## src/ffba_pkg.sv

```systemverilog
// Shared types and codes for the first-fit block bitmap allocator.
// No dependencies; ffba_word_scan, ffba_blk_div and the top module import this package.
`default_nettype none

package ffba_pkg;

    localparam int ADDR_W = 48;
    localparam int CNT_W  = 11;
    localparam int WORD_W = 32;
    localparam int POS_W  = 5;

    // request codes
    localparam logic [1:0] FN_ALLOC = 2'd0;
    localparam logic [1:0] FN_FREE  = 2'd1;
    localparam logic [1:0] FN_CLEAR = 2'd2;

    // result codes
    localparam logic [1:0] STAT_OK       = 2'd0;
    localparam logic [1:0] STAT_NO_SPACE = 2'd1;
    localparam logic [1:0] STAT_REJECT   = 2'd2;

    // configuration register indexes
    localparam logic REG_BASE   = 1'b0;
    localparam logic REG_BLOCKS = 1'b1;

    typedef enum logic [2:0] {
        ST_INIT,
        ST_IDLE,
        ST_SCAN,
        ST_DIV,
        ST_RMW,
        ST_CLEAR
    } state_t;

    typedef struct packed {
        logic             hit;
        logic [POS_W-1:0] pos;
        logic [CNT_W-1:0] carry;
    } scan_res_t;

    typedef struct packed {
        logic             done;
        logic             in_range;
        logic             exact;
        logic [CNT_W-1:0] quot;
    } div_res_t;

endpackage

`default_nettype wire

```

## src/ffba_map_mem.sv

```systemverilog
// Block-used bitmap storage: one write port, one read port, registered read.
// Depends on nothing.
`default_nettype none

module ffba_map_mem #(
    parameter int DEPTH = 32,
    parameter int AW    = 5
) (
    input  wire logic          clk,
    input  wire logic          we,
    input  wire logic [AW-1:0] waddr,
    input  wire logic [31:0]   wdata,
    input  wire logic [AW-1:0] raddr,
    output logic      [31:0]   rdata
);

    logic [31:0] mem [DEPTH];
    logic [31:0] rdata_reg;

    always_ff @(posedge clk)
    begin
        if (we)
        begin
            mem[waddr] <= wdata;
        end
        rdata_reg <= mem[raddr];
    end

    assign rdata = rdata_reg;

endmodule

`default_nettype wire

```

## src/ffba_word_scan.sv

```systemverilog
// One 32-bit map word checked for the first free run reaching the requested length.
// Depends on ffba_pkg.
`default_nettype none

module ffba_word_scan
    import ffba_pkg::*;
(
    input  wire logic [WORD_W-1:0] word,
    input  wire logic [CNT_W-1:0]  carry,
    input  wire logic [CNT_W-1:0]  count,
    input  wire logic [5:0]        limit,
    output scan_res_t              res
);

    logic [CNT_W:0]      run [WORD_W];
    logic [WORD_W-1:0]   hit_vec;
    logic [WORD_W-1:0]   below;
    logic [POS_W-1:0]    first_pos;

    // index of highest set bit
    function automatic logic [POS_W-1:0] msb_pos(input logic [WORD_W-1:0] v);
        logic [POS_W-1:0] r;
        r = '0;
        for (int i = 0; i < WORD_W; i++)
        begin
            if (v[i])
            begin
                r = POS_W'(i);
            end
        end
        return r;
    endfunction

    // free run ending at each bit, including the run carried from lower words
    always_comb
    begin
        below = '0;
        for (int p = 0; p < WORD_W; p++)
        begin
            below = word & ({WORD_W{1'b1}} >> (WORD_W - 1 - p));
            if (below == '0)
            begin
                run[p] = (CNT_W+1)'(carry) + (CNT_W+1)'(p + 1);
            end
            else
            begin
                run[p] = (CNT_W+1)'(p) - (CNT_W+1)'(msb_pos(below));
            end
            hit_vec[p] = (6'(p) < limit) && (run[p] >= {1'b0, count});
        end
    end

    always_comb
    begin
        first_pos = '0;
        for (int p = WORD_W - 1; p >= 0; p--)
        begin
            if (hit_vec[p])
            begin
                first_pos = POS_W'(p);
            end
        end
        res.hit   = |hit_vec;
        res.pos   = first_pos;
        res.carry = run[WORD_W-1][CNT_W] ? {CNT_W{1'b1}} : run[WORD_W-1][CNT_W-1:0];
    end

endmodule

`default_nettype wire

```

## src/ffba_blk_div.sv

```systemverilog
// Divide of an address offset by the constant block size: reciprocal multiply.
// Depends on ffba_pkg.
`default_nettype none

module ffba_blk_div
    import ffba_pkg::*;
#(
    parameter int BLOCK_BYTES = 4096
) (
    input  wire logic              clk,
    input  wire logic              rst_n,
    input  wire logic              start,
    input  wire logic [ADDR_W-1:0] dividend,
    output div_res_t               res
);

    // an in-range offset is below BLOCK_BYTES << CNT_W, so it fits in X_W bits
    localparam int LB  = $clog2(BLOCK_BYTES);
    localparam int X_W = LB + CNT_W;
    localparam int SH  = X_W + LB;
    localparam int M_W = X_W + 1;
    localparam int P_W = X_W + M_W;
    // reciprocal rounded up; the quotient is exact for every dividend below 2^X_W
    localparam longint unsigned RECIP =
        ((64'd1 << SH) + 64'(BLOCK_BYTES) - 64'd1) / 64'(BLOCK_BYTES);
    localparam logic [ADDR_W-1:0] LIM     = ADDR_W'(BLOCK_BYTES) << CNT_W;
    localparam logic [M_W-1:0]    RECIP_M = M_W'(RECIP);
    localparam logic [X_W-1:0]    BB_X    = X_W'(BLOCK_BYTES);

    logic              load_reg;
    logic              mul_reg;
    logic              done_reg;
    logic              range_reg;
    logic [ADDR_W-1:0] dvd_reg;
    logic [P_W-1:0]    prod_reg;
    logic [CNT_W-1:0]  quot_reg;
    logic [X_W-1:0]    back;

    // quotient times block size, for the alignment check
    assign back = X_W'(quot_reg) * BB_X;

    always_ff @(posedge clk or negedge rst_n)
    begin
        if (!rst_n)
        begin
            load_reg <= 1'b0;
            mul_reg  <= 1'b0;
            done_reg <= 1'b0;
        end
        else
        begin
            load_reg <= start;
            mul_reg  <= load_reg;
            done_reg <= mul_reg;
        end
    end

    always_ff @(posedge clk)
    begin
        if (start)
        begin
            dvd_reg <= dividend;
        end
        if (load_reg)
        begin
            range_reg <= dvd_reg < LIM;
            prod_reg  <= P_W'(dvd_reg[X_W-1:0]) * P_W'(RECIP_M);
        end
        if (mul_reg)
        begin
            quot_reg <= prod_reg[SH +: CNT_W];
        end
    end

    assign res.done     = done_reg;
    assign res.in_range = range_reg;
    assign res.exact    = dvd_reg[X_W-1:0] == back;
    assign res.quot     = quot_reg;

endmodule

`default_nettype wire

```

## src/first_fit_block_bitmap_allocator.sv

```systemverilog
// First-fit contiguous block allocator: control, configuration and result registers.
// Depends on ffba_pkg, ffba_map_mem, ffba_word_scan and ffba_blk_div.
`default_nettype none

// A request is taken when start is high and busy is low; its single result
// appears on status/alloc_address for exactly one cycle with done high and
// cannot be held off. The bitmap lives in one memory of 32-bit words with a
// registered read. After reset the block clears that memory, one word a cycle,
// with busy high; configuration writes are taken during that time.
// From accept to done:
//   allocate: scan reads one word a cycle, then marking rewrites one word a
//             cycle; a rejected count is answered without a scan.
//   free:     the offset is divided by the block size with a reciprocal multiply
//             (dvd_reg, prod_reg, quot_reg), then the words touched are rewritten;
//             an unaligned address or a run leaving the region is rejected after
//             the divide, a zero count or an address below base at once.
//   clear:    one word written a cycle.
//   unknown request code: rejected at once.
// At the default size an allocate scans at most 32 words.

module first_fit_block_bitmap_allocator
    import ffba_pkg::*;
#(
    parameter int MAP_BLOCKS  = 1024,
    parameter int BLOCK_BYTES = 4096
) (
    input  wire logic              clk,
    input  wire logic              rst_n,
    input  wire logic              start,
    output logic                   busy,
    input  wire logic [1:0]        func,
    input  wire logic [CNT_W-1:0]  block_count,
    input  wire logic [ADDR_W-1:0] free_address,
    output logic                   done,
    output logic [1:0]             status,
    output logic [ADDR_W-1:0]      alloc_address,
    input  wire logic              cfg_write,
    input  wire logic              cfg_index,
    input  wire logic [ADDR_W-1:0] cfg_data
);

    localparam int MAP_WORDS = (MAP_BLOCKS + 31) / 32;
    localparam int AW        = (MAP_WORDS > 1) ? $clog2(MAP_WORDS) : 1;
    localparam int PROD_W    = CNT_W + $clog2(BLOCK_BYTES + 1);
    localparam logic [AW-1:0]  LAST_WORD = AW'(MAP_WORDS - 1);
    // largest usable block total; the configured block count is clamped to it
    localparam logic [CNT_W:0] MAP_CAP =
        (MAP_BLOCKS > 2047) ? (CNT_W+1)'(2047) : (CNT_W+1)'(MAP_BLOCKS);

    state_t              state_reg, state_next;
    logic [AW-1:0]       cur_reg, cur_next;
    logic [CNT_W-1:0]    carry_reg, carry_next;
    logic [CNT_W-1:0]    count_reg, count_next;
    logic [CNT_W-1:0]    first_blk_reg, first_blk_next;
    logic                set_reg, set_next;
    logic [PROD_W-1:0]   blk_offset;
    logic [ADDR_W-1:0]   base_reg;
    logic [CNT_W-1:0]    blocks_reg;
    logic                done_reg, done_next;
    logic [1:0]          status_reg, status_next;
    logic [ADDR_W-1:0]   addr_reg, addr_next;

    logic                mem_we;
    logic [31:0]         mem_wdata;
    logic [31:0]         mem_rdata;
    logic [31:0]         rmw_mask;

    logic [CNT_W-1:0]    total;
    logic [CNT_W:0]      wbase;
    logic [CNT_W:0]      rem_bits;
    logic                scan_last;
    logic [5:0]          scan_limit;
    logic [CNT_W:0]      hit_start;
    logic [CNT_W:0]      run_end;
    logic [CNT_W:0]      blk_left;
    logic                div_start;
    scan_res_t           scan;
    div_res_t            div;

    // ---------------------------------------------------------------
    // storage and datapath units
    // ---------------------------------------------------------------
    ffba_map_mem #(
        .DEPTH (MAP_WORDS),
        .AW    (AW)
    ) u_mem (
        .clk   (clk),
        .we    (mem_we),
        .waddr (cur_reg),
        .wdata (mem_wdata),
        .raddr (cur_next),      // data for cur_reg is ready while cur_reg holds it
        .rdata (mem_rdata)
    );

    ffba_word_scan u_scan (
        .word  (mem_rdata),
        .carry (carry_reg),
        .count (count_reg),
        .limit (scan_limit),
        .res   (scan)
    );

    ffba_blk_div #(
        .BLOCK_BYTES (BLOCK_BYTES)
    ) u_div (
        .clk      (clk),
        .rst_n    (rst_n),
        .start    (div_start),
        .dividend (free_address - base_reg),
        .res      (div)
    );

    // ---------------------------------------------------------------
    // derived values
    // ---------------------------------------------------------------
    assign total = ({1'b0, blocks_reg} > MAP_CAP) ? MAP_CAP[CNT_W-1:0] : blocks_reg;

    // first block number of the current word; only words below the total
    // are scanned or marked, so this stays under 2048
    assign wbase      = (CNT_W+1)'(cur_reg) << 5;
    assign rem_bits   = {1'b0, total} - wbase;
    assign scan_last  = rem_bits <= (CNT_W+1)'(32);
    assign scan_limit = scan_last ? rem_bits[5:0] : 6'd32;
    assign hit_start  = wbase + (CNT_W+1)'(scan.pos) + (CNT_W+1)'(1) - {1'b0, count_reg};

    // run is [first_blk, run_end)
    assign run_end  = {1'b0, first_blk_reg} + {1'b0, count_reg};
    assign blk_left = {1'b0, total} - {1'b0, div.quot};

    // byte offset of the run inside the region
    assign blk_offset = PROD_W'(first_blk_reg) * PROD_W'(BLOCK_BYTES);

    always_comb
    begin
        for (int p = 0; p < 32; p++)
        begin
            rmw_mask[p] = (wbase + (CNT_W+1)'(p) >= {1'b0, first_blk_reg}) &&
                          (wbase + (CNT_W+1)'(p) < run_end);
        end
    end

    // ---------------------------------------------------------------
    // control
    // ---------------------------------------------------------------
    always_ff @(posedge clk or negedge rst_n)
    begin
        if (!rst_n)
        begin
            state_reg  <= ST_INIT;
            cur_reg    <= '0;
            done_reg   <= 1'b0;
            base_reg   <= '0;
            blocks_reg <= CNT_W'(1024);
        end
        else
        begin
            state_reg <= state_next;
            cur_reg   <= cur_next;
            done_reg  <= done_next;
            if (cfg_write)
            begin
                case (cfg_index)
                    REG_BASE:   base_reg   <= cfg_data;
                    REG_BLOCKS: blocks_reg <= cfg_data[CNT_W-1:0];
                    default:    ;
                endcase
            end
        end
    end

    always_ff @(posedge clk)
    begin
        carry_reg     <= carry_next;
        count_reg     <= count_next;
        first_blk_reg <= first_blk_next;
        set_reg       <= set_next;
        status_reg    <= status_next;
        addr_reg      <= addr_next;
    end

    always_comb
    begin
        state_next     = state_reg;
        cur_next       = cur_reg;
        carry_next     = carry_reg;
        count_next     = count_reg;
        first_blk_next = first_blk_reg;
        set_next       = set_reg;
        done_next      = 1'b0;
        status_next    = status_reg;
        addr_next      = addr_reg;
        mem_we         = 1'b0;
        mem_wdata      = '0;
        div_start      = 1'b0;

        case (state_reg)
            ST_INIT:
            begin
                mem_we = 1'b1;
                if (cur_reg == LAST_WORD)
                begin
                    cur_next   = '0;
                    state_next = ST_IDLE;
                end
                else
                begin
                    cur_next = cur_reg + AW'(1);
                end
            end

            ST_IDLE:
            begin
                if (start)
                begin
                    count_next  = block_count;
                    status_next = STAT_REJECT;
                    addr_next   = '0;
                    case (func)
                        FN_ALLOC:
                        begin
                            if (block_count == '0 || block_count > total)
                            begin
                                done_next = 1'b1;
                            end
                            else
                            begin
                                cur_next   = '0;
                                carry_next = '0;
                                state_next = ST_SCAN;
                            end
                        end
                        FN_FREE:
                        begin
                            if (block_count == '0 || free_address < base_reg)
                            begin
                                done_next = 1'b1;
                            end
                            else
                            begin
                                div_start  = 1'b1;
                                state_next = ST_DIV;
                            end
                        end
                        FN_CLEAR:
                        begin
                            cur_next   = '0;
                            state_next = ST_CLEAR;
                        end
                        default:
                        begin
                            done_next = 1'b1;
                        end
                    endcase
                end
            end

            // one word per cycle; the run length carries between words
            ST_SCAN:
            begin
                if (scan.hit)
                begin
                    first_blk_next = hit_start[CNT_W-1:0];
                    cur_next       = AW'(hit_start >> 5);
                    set_next       = 1'b1;
                    state_next     = ST_RMW;
                end
                else if (scan_last)
                begin
                    done_next   = 1'b1;
                    status_next = STAT_NO_SPACE;
                    addr_next   = '0;
                    state_next  = ST_IDLE;
                end
                else
                begin
                    cur_next   = cur_reg + AW'(1);
                    carry_next = scan.carry;
                end
            end

            ST_DIV:
            begin
                if (div.done)
                begin
                    if (!div.in_range || !div.exact || div.quot >= total ||
                        {1'b0, count_reg} > blk_left)
                    begin
                        done_next   = 1'b1;
                        status_next = STAT_REJECT;
                        addr_next   = '0;
                        state_next  = ST_IDLE;
                    end
                    else
                    begin
                        first_blk_next = div.quot;
                        cur_next       = AW'(div.quot >> 5);
                        set_next       = 1'b0;
                        state_next     = ST_RMW;
                    end
                end
            end

            // write back word cur_reg while the next word is read
            ST_RMW:
            begin
                mem_we    = 1'b1;
                mem_wdata = set_reg ? (mem_rdata | rmw_mask) : (mem_rdata & ~rmw_mask);
                if (((run_end - (CNT_W+1)'(1)) >> 5) == (CNT_W+1)'(cur_reg))
                begin
                    done_next   = 1'b1;
                    status_next = STAT_OK;
                    addr_next   = set_reg ? base_reg + ADDR_W'(blk_offset) : '0;
                    state_next  = ST_IDLE;
                end
                else
                begin
                    cur_next = cur_reg + AW'(1);
                end
            end

            ST_CLEAR:
            begin
                mem_we = 1'b1;
                if (cur_reg == LAST_WORD)
                begin
                    done_next   = 1'b1;
                    status_next = STAT_OK;
                    addr_next   = '0;
                    state_next  = ST_IDLE;
                end
                else
                begin
                    cur_next = cur_reg + AW'(1);
                end
            end

            default:
            begin
                state_next = ST_IDLE;
            end
        endcase
    end

    assign busy          = state_reg != ST_IDLE;
    assign done          = done_reg;
    assign status        = status_reg;
    assign alloc_address = addr_reg;

    // ---------------------------------------------------------------
    // checks
    // ---------------------------------------------------------------
    a_done_has_cause: assert property (@(posedge clk) disable iff (!rst_n)
        done |-> $past(busy) || $past(start))
        else $error("result without a request in flight");

    a_accept_progress: assert property (@(posedge clk) disable iff (!rst_n)
        start && !busy |=> busy || done)
        else $error("accepted request neither worked on nor answered");

    a_addr_only_on_alloc: assert property (@(posedge clk) disable iff (!rst_n)
        done && status != STAT_OK |-> alloc_address == '0)
        else $error("address given with a failed request");

    a_write_states: assert property (@(posedge clk) disable iff (!rst_n)
        mem_we |-> state_reg == ST_RMW || state_reg == ST_CLEAR || state_reg == ST_INIT)
        else $error("map written outside a write phase");

endmodule

`default_nettype wire
```

## config.mk

```make
export PLATFORM = sky130hd
export DESIGN_NAME = first_fit_block_bitmap_allocator
export DESIGN_NICKNAME = d
export VERILOG_FILES = /design/src/ffba_pkg.sv /design/src/ffba_map_mem.sv /design/src/ffba_word_scan.sv /design/src/ffba_blk_div.sv /design/src/first_fit_block_bitmap_allocator.sv
export SDC_FILE = /design/constraint.sdc
export NUM_CORES = 2
export LEC_CHECK = 0
export BUFFER_PORTS_ARGS = -buffer_cell sky130_fd_sc_hd__buf_2
export CAP_MARGIN = 20
export CORE_ASPECT_RATIO = 0.75
export CORE_MARGIN = 5
export CORE_UTILIZATION = 45
export DETAILED_ROUTE_END_ITERATION = 10
export GPL_TIMING_DRIVEN = 0
export MAX_ROUTING_LAYER = met4
export SYNTH_ARGS = -nofsm -noshare
export SYNTH_HDL_FRONTEND = slang
export SYNTH_SLANG_ARGS = --single-unit
```

## constraint.sdc

```tcl
create_clock -name clk -period 19.3 [get_ports clk]
set_clock_uncertainty 0.15 [all_clocks]
set_input_delay 3.86 -clock clk [delete_from_list [all_inputs] [get_ports clk]]
set_output_delay 3.86 -clock clk [all_outputs]
set_load 0.05 [all_outputs]
```

======== Word level (Yosys, flattened, before mapping) ========
Memory sizes are Yosys's and may differ from the RTL's. A register that Yosys moved wholly into a read port is not among the register bits.
Cells that the tools add are included.
operators by class
  $lt $le $gt $ge ......................... 135
  multiplexer cells ....................... 203
  eq/ne operators ......................... 28
  bitwise logic cells ..................... 4
  add/subtract/negate cells ............... 105
  reduce and logical (&&, ||, !) cells .... 119
operators with widths
  kind                   number
  $logic_not 32->1       32
  $ge 12x11->1           63
  $mux 5                 103
  $mux 12                32
  $mux 48                8
  $lt 11x12->1           31
  $pmux 48 s5            1
  $add 11x5->12 const B  16
  $add 10x5->11 const B  16
  $mux 11                10
  $add 11x4->12 const B  8
  $lt 5x6->1 const A     16
  $sub 5x5->6 const A    16
  $add 10x4->11 const B  8
  $logic_and 1x1->1      64
  $mux 32                2
  $add 11x3->12 const B  4
  $add 48x23->48         1
  $lt 4x6->1 const A     8
  $lt 48x24->1 const B   1
  $lt 48x48->1           1
  $sub 4x5->6 const A    8
  $sub 48x48->48         1
  $add 10x3->11 const B  4
  70 further kinds       140
word-level totals
  bits of input ports ..................... 114
  memories kept ........................... 1
  RAM bits ................................ 1024
  word-level logic and storage cells ...... 613
  output and inout bits ................... 52
  flip-flop bits (word level) ............. 238
memories
  name       depth  width  rd ports  clocked after Yosys merged registers in  wr ports  RTL line            text
  u_mem.mem  32     32     1         1                                        1         ffba_map_mem.sv:17  logic [31:0] mem [DEPTH];

======== Depth between registers and ports, before layout ========
  depth after elaboration ................. 73
  mapped depth ............................ 56
  mapped depth without buffers ............ 53

======== Modules after synthesis ========
A second synthesis with hierarchy kept.
unflattened totals
  cells, all modules ...................... 6379
  area, all modules ....................... 73065.1 um^2
modules (own cells, without submodules)
  module                            times used  sequential area each (um^2)  cells each  area an instance (um^2)
  ffba_map_mem                      1           31390.1                      2260        40491.3
  ffba_word_scan                    1           0.0                          2367        16255.6
  first_fit_block_bitmap_allocator  1           4225.3                       1647        13884.6
  ffba_blk_div                      1           2207.1                       105         2433.6

======== Worst setup path before layout ========
Ideal clock, no wire load.
  path kind ............................... register to register
  start ................................... register u_mem.rdata_reg[2] (netlist: u_mem.rdata[2]), read port of u_mem.mem
  end ..................................... register u_mem.rdata_reg[13] (netlist: u_mem.rdata[13]), read port of u_mem.mem
  path buffers ............................ 4
  required time ........................... 19.029 ns
  stages on the path, launching flop included .. 55
  setup slack ............................. 9.513 ns
  data arrival time ....................... 9.517 ns
  period minus slack after synthesis ...... 9.787 ns
  setup time .............................. 0.121 ns
  cell sequence ........................... dfxtp_1 > clkbuf_1 > or2_2 > a211oi_1 > nand2b_1 > nor3b_1 > nor3_1 > or2_2 > o21ai_0 > a211oi_1 > nor3_1 > nor2_1 > nor3_1 > nor2_1 > a21oi_1 > or4b_2 > o22ai_1 > ha_1 > [... 19 more ...] > nor2b_1 > o21ai_0 > a21oi_1 > o21ai_0 > a21oi_1 > o21ai_0 > nand2b_1 > xnor2_1 > a211oi_1 > or3b_1 > o211ai_1 > buf_4 > inv_4 > buf_4 > buf_4 > mux2i_1 > mux2i_1 > mux2_2
on the way
  cells in the longest elaborated chain, start to end .. 72
  elaborated cells between the ends (all ways) .. 248
  those cells by class .................... add/sub (33); order compare (30); mux (124); reduce/logical (61)
ends and longest elaborated chain
  item                   RTL line                                 text
  start, declared        ffba_map_mem.sv:18                       logic [31:0] rdata_reg;
  $mux 5 (30 in series)  ffba_word_scan.sv:26                     if (v[i])
  $mux 5                 ffba_word_scan.sv:41                     if (below == '0)
  $sub 5x5->6            ffba_word_scan.sv:47                     run[p] = (CNT_W+1)'(p) - (CNT_W+1)'(msb_pos(below));
  $mux 12                ffba_word_scan.sv:41
  $ge 12x11->1           ffba_word_scan.sv:49                     hit_vec[p] = (6'(p) < limit) && (run[p] >= {1'b0, count});
  $logic_and 1x1->1      ffba_word_scan.sv:49
  $mux 5 (32 in series)  ffba_word_scan.sv:58                     if (hit_vec[p])
  $add 10x5->11          first_fit_block_bitmap_allocator.sv:124  assign hit_start = wbase + (CNT_W+1)'(scan.pos) + (CNT_W+1)'(1) - {1'b0, count_reg};
  $add 11x1->11          first_fit_block_bitmap_allocator.sv:124
  $sub 11x11->11         first_fit_block_bitmap_allocator.sv:124
  $mux 5 (*)             first_fit_block_bitmap_allocator.sv:260  if (scan.hit)
  $pmux 5 s6 (*)         first_fit_block_bitmap_allocator.sv:196  case (state_reg)
Every way passes the cells marked *; elsewhere a longest branch is shown, timed or not. The select of a mux whose other input is x is not followed.
A chain may end at the register's enable or synchronous reset.

======== Worst setup path after layout ========
  start ................................... register u_mem.rdata_reg[2] (netlist: u_mem.rdata[2]), read port of u_mem.mem
  end ..................................... register u_mem.rdata_reg[20] (netlist: u_mem.rdata[20]), read port of u_mem.mem
The elaborated chain is that of the path after synthesis.

==> impl_metrics.py <==
metrics = {
    "status": {
        "status": "completed",
    },
    "floorplan": {
        "die_w_um": 478,
        "coreArea_um2": 163000,
        "io_pins": 166,
        "die_h_um": 361,
        "die-area_um2": 172000,
        "start_util_pct": 45.4,
        "rows": 128,
    },
    "timing": {
        "hold_viol": 0,
        "rsz0062_at_grt": "no",
        "fmax_mhz": 66.4,
        "timing.final.crit_share_pct": 78.1,
        "setup_viol": 0,
        "slew_viol_final": 0,
        "tightest_slew_ps": 1260,
        "max-slew-margin-rel_pct": 15.7,
        "min_period_ps": 15060,
        "fin_setup_tns_ps": 0,
    },
    "cts": {
        "cts_tree": "yes",
        "cts_buffers": 133,
        "post_cts_buffers": 0,
        "cts_hold_buf": 0,
        "root_buffer": "clkbuf_16",
        "clkLatencyLatePin_ps": 790,
        "clkSinkCount": 1282,
        "ctsResizeCount": 0,
        "clockBufferDepth": 3,
        "h-tree-depth": 4,
        "cts.clk_slew.worst_paths_ps": 60,
    },
    "setup_path": {
        "crit_type": "register to register",
        "cp_slowest_cell": "a41oi_1",
        "crit_arrival_ps": 15600,
        "path_max_fanout": 10,
        "worst-endpoint-required_ps": 19830,
        "worst_setup_path_start_kind": "register",
        "worst_path_largest_cell_delay_ps": 900,
        "crit_top_cell": "o21ai_0",
        "worstSetupEndpointType": "register",
    },
    "place": {
        "io_buffers": 165,
        "gp_congestion": 1.04,
        "dp_hpwl_um": 195000,
    },
    "power": {
        "vdd_ir_drop_max_v": 0.0000934,
        "p_per_area_nw_per_um2": 160,
        "p_leak_uw": 0.0309,
        "power.total_uw": 13400,
    },
    "detailed_routing": {
        "first_pass_iters": 8,
        "wire_per_inst_um": 28.5,
        "ant_nets": 0,
        "drc": 0,
        "vias": 55200,
        "via_per_inst": 6.11,
        "wl_um": 258000,
        "drt_iter0_drc": 6796,
    },
    "logic_synthesis": {
        "ys.flop_type": "edfxtp_1",
        "yosysWarnings": 0,
        "async_flop_share_pct": 5.54,
        "synth_nets": 7047,
        "synth_seq_cells": 1282,
        "syn-cell-area_um2": 73800,
        "yosysSeqAreaShare_pct": 51.2,
        "synth_cell_type_count": 110,
        "synth_edf_count": 1179,
        "syn-instance-count": 6374,
        "syn_area_per_cell_um2": 11.6,
    },
    "global_route": {
        "grt_usage_pct": 29.9,
        "grt_pass1_wl_um": 369000,
        "grt_max_degree": 51,
        "grt_overflow": 0,
        "antenna_found_initial": 19,
        "first_global_vias": 52000,
    },
    "cells_and_area": {
        "syn_to_final_growth_pct": 13.5,
        "nNetsFinal": 7443,
        "largest_reg_flops": 1024,
        "top_register": "u_mem.mem",
        "drive_gt1_share_pct": 11.4,
        "utilization_pct": 51.5,
    },
    "job": {
        "maxCapViolCount": 0,
    },
    "min_path": {
        "hp-class": "register to register",
    },
}
layout by cell type (no fill, tap or decap), types with 58 or more instances in the layout:
| master | synthesis | routed |
|---|---|---|
| inv_1 | 186 | 176 |
| o21ai_0 | 347 | 347 |
| nand2b_1 | 73 | 72 |
| clkbuf_1 | 164 | 191 |
| nor2b_1 | 67 | 67 |
| nor2_1 | 545 | 483 |
| dfrtp_1 | 70 | 70 |
| a21oi_1 | 325 | 321 |
| clkbuf_16 | 0 | 136 |
| edfxtp_1 | 1179 | 1179 |
| a21o_1 | 110 | 110 |
| xor2_1 | 111 | 111 |
| xnor2_1 | 183 | 183 |
| mux2_2 | 58 | 58 |
| nor3_1 | 88 | 88 |
| nand3_1 | 231 | 231 |
| nand4_1 | 77 | 77 |
| ha_1 | 553 | 553 |
| buf_2 | 77 | 243 |
| nand2_1 | 320 | 320 |
| mux2i_1 | 746 | 746 |
final timing paths:
path | cells after the start | from | to | slack, ps
worst max-delay path | 53 | u_mem.rdata[2] | u_mem.rdata[20] | 4240
worst max register to register | 53 | u_mem.rdata[2] | u_mem.rdata[20] | 4240
worst min register to register | 0 | u_div.prod_reg[36] | u_div.quot_reg[1] | 270
min in group asynchronous | 1 | rst_n | base_reg[36] | 2870
max in group asynchronous | 2 | rst_n | blocks_reg[10] | 15440
worst min-delay path | 0 | u_div.prod_reg[36] | u_div.quot_reg[1] | 270
synth_stat cells (88+ instances only):
master | n | area share (%)
nor2_1 | 545 | 2.8
inv_1 | 186 | 0.95
clkbuf_1 | 164 | 0.83
nor3_1 | 88 | 0.60
o21ai_0 | 347 | 2.4
mux2i_1 | 746 | 10
nand2_1 | 320 | 1.6
nand3_1 | 231 | 1.6
a21oi_1 | 325 | 2.2
ha_1 | 553 | 9.4
a21o_1 | 110 | 1.1
xnor2_1 | 183 | 2.2
xor2_1 | 111 | 1.3
edfxtp_1 | 1179 | 48
critical path: cells and delay by family (launching register included):
kind            cells  cell delay (ps)
flops               1              310
fa+ha+maj           4             1060
compound gates     29             7360
simple gates       13             3750
mux                 1              370
buf+inv             5             1800
xor+xnor            1              150
stage by stage:
| stage | hold WS (ps) | instances | instance area, um2 | worst slack (ps) |
|---|---|---|---|---|
| floorplan | 250 | 6374 | 73800 | 9510 |
| detailed placement | 255 | 8771 | 79400 | 4800 |
| CTS | 262 | 9014 | 83700 | 4720 |
| global route | 273 | 9031 | 83800 | 3680 |
| finish | 267 | 9032 | 83800 | 4240 |
| global placement | 250 | 8684 | 77400 | 4840 |
layout make-up:
| type | instances | area [um2] |
|---|---|---|
| Sequential cell | 1282 | 37800 |
| Multi-Input combinational cell | 4578 | 34200 |
| Timing Repair Buffer | 261 | 2540 |
| Antenna cell | 9 | 22.5 |
| Clock inverter | 74 | 741 |
| Tap cell | 2145 | 2680 |
| Inverter | 198 | 746 |
| Fill cell | 14200 | 78900 |
| Clock buffer | 169 | 3590 |
| Buffer | 316 | 1510 |
where the power goes:
group          leakage (uW)  switching (uW)  total, uW  internal (uW)
sequential           0.0107             223       3480           3260
clock               0.00212            1110       2560           1450
combinational        0.0181            4780       7340           2560
total                0.0309            6110      13400           7270
routing by layer:
metal	wire length (um)	track usage, %	vias to the layer above
li1	-	-	24900
met1	121000	45.6	27400
met2	102000	39.8	2694
met3	28100	7.05	325
met4	6310	6.89	0
met5	0	-	-
cells by family after synthesis:
group	share of synthesized area, %
buf+inv	3.06
simple gates	10.6
flops	51.2
fa+ha+maj	9.53
compound gates	11.1
mux	11.0
xor+xnor	3.52
Power figures use the tool's default switching activity.
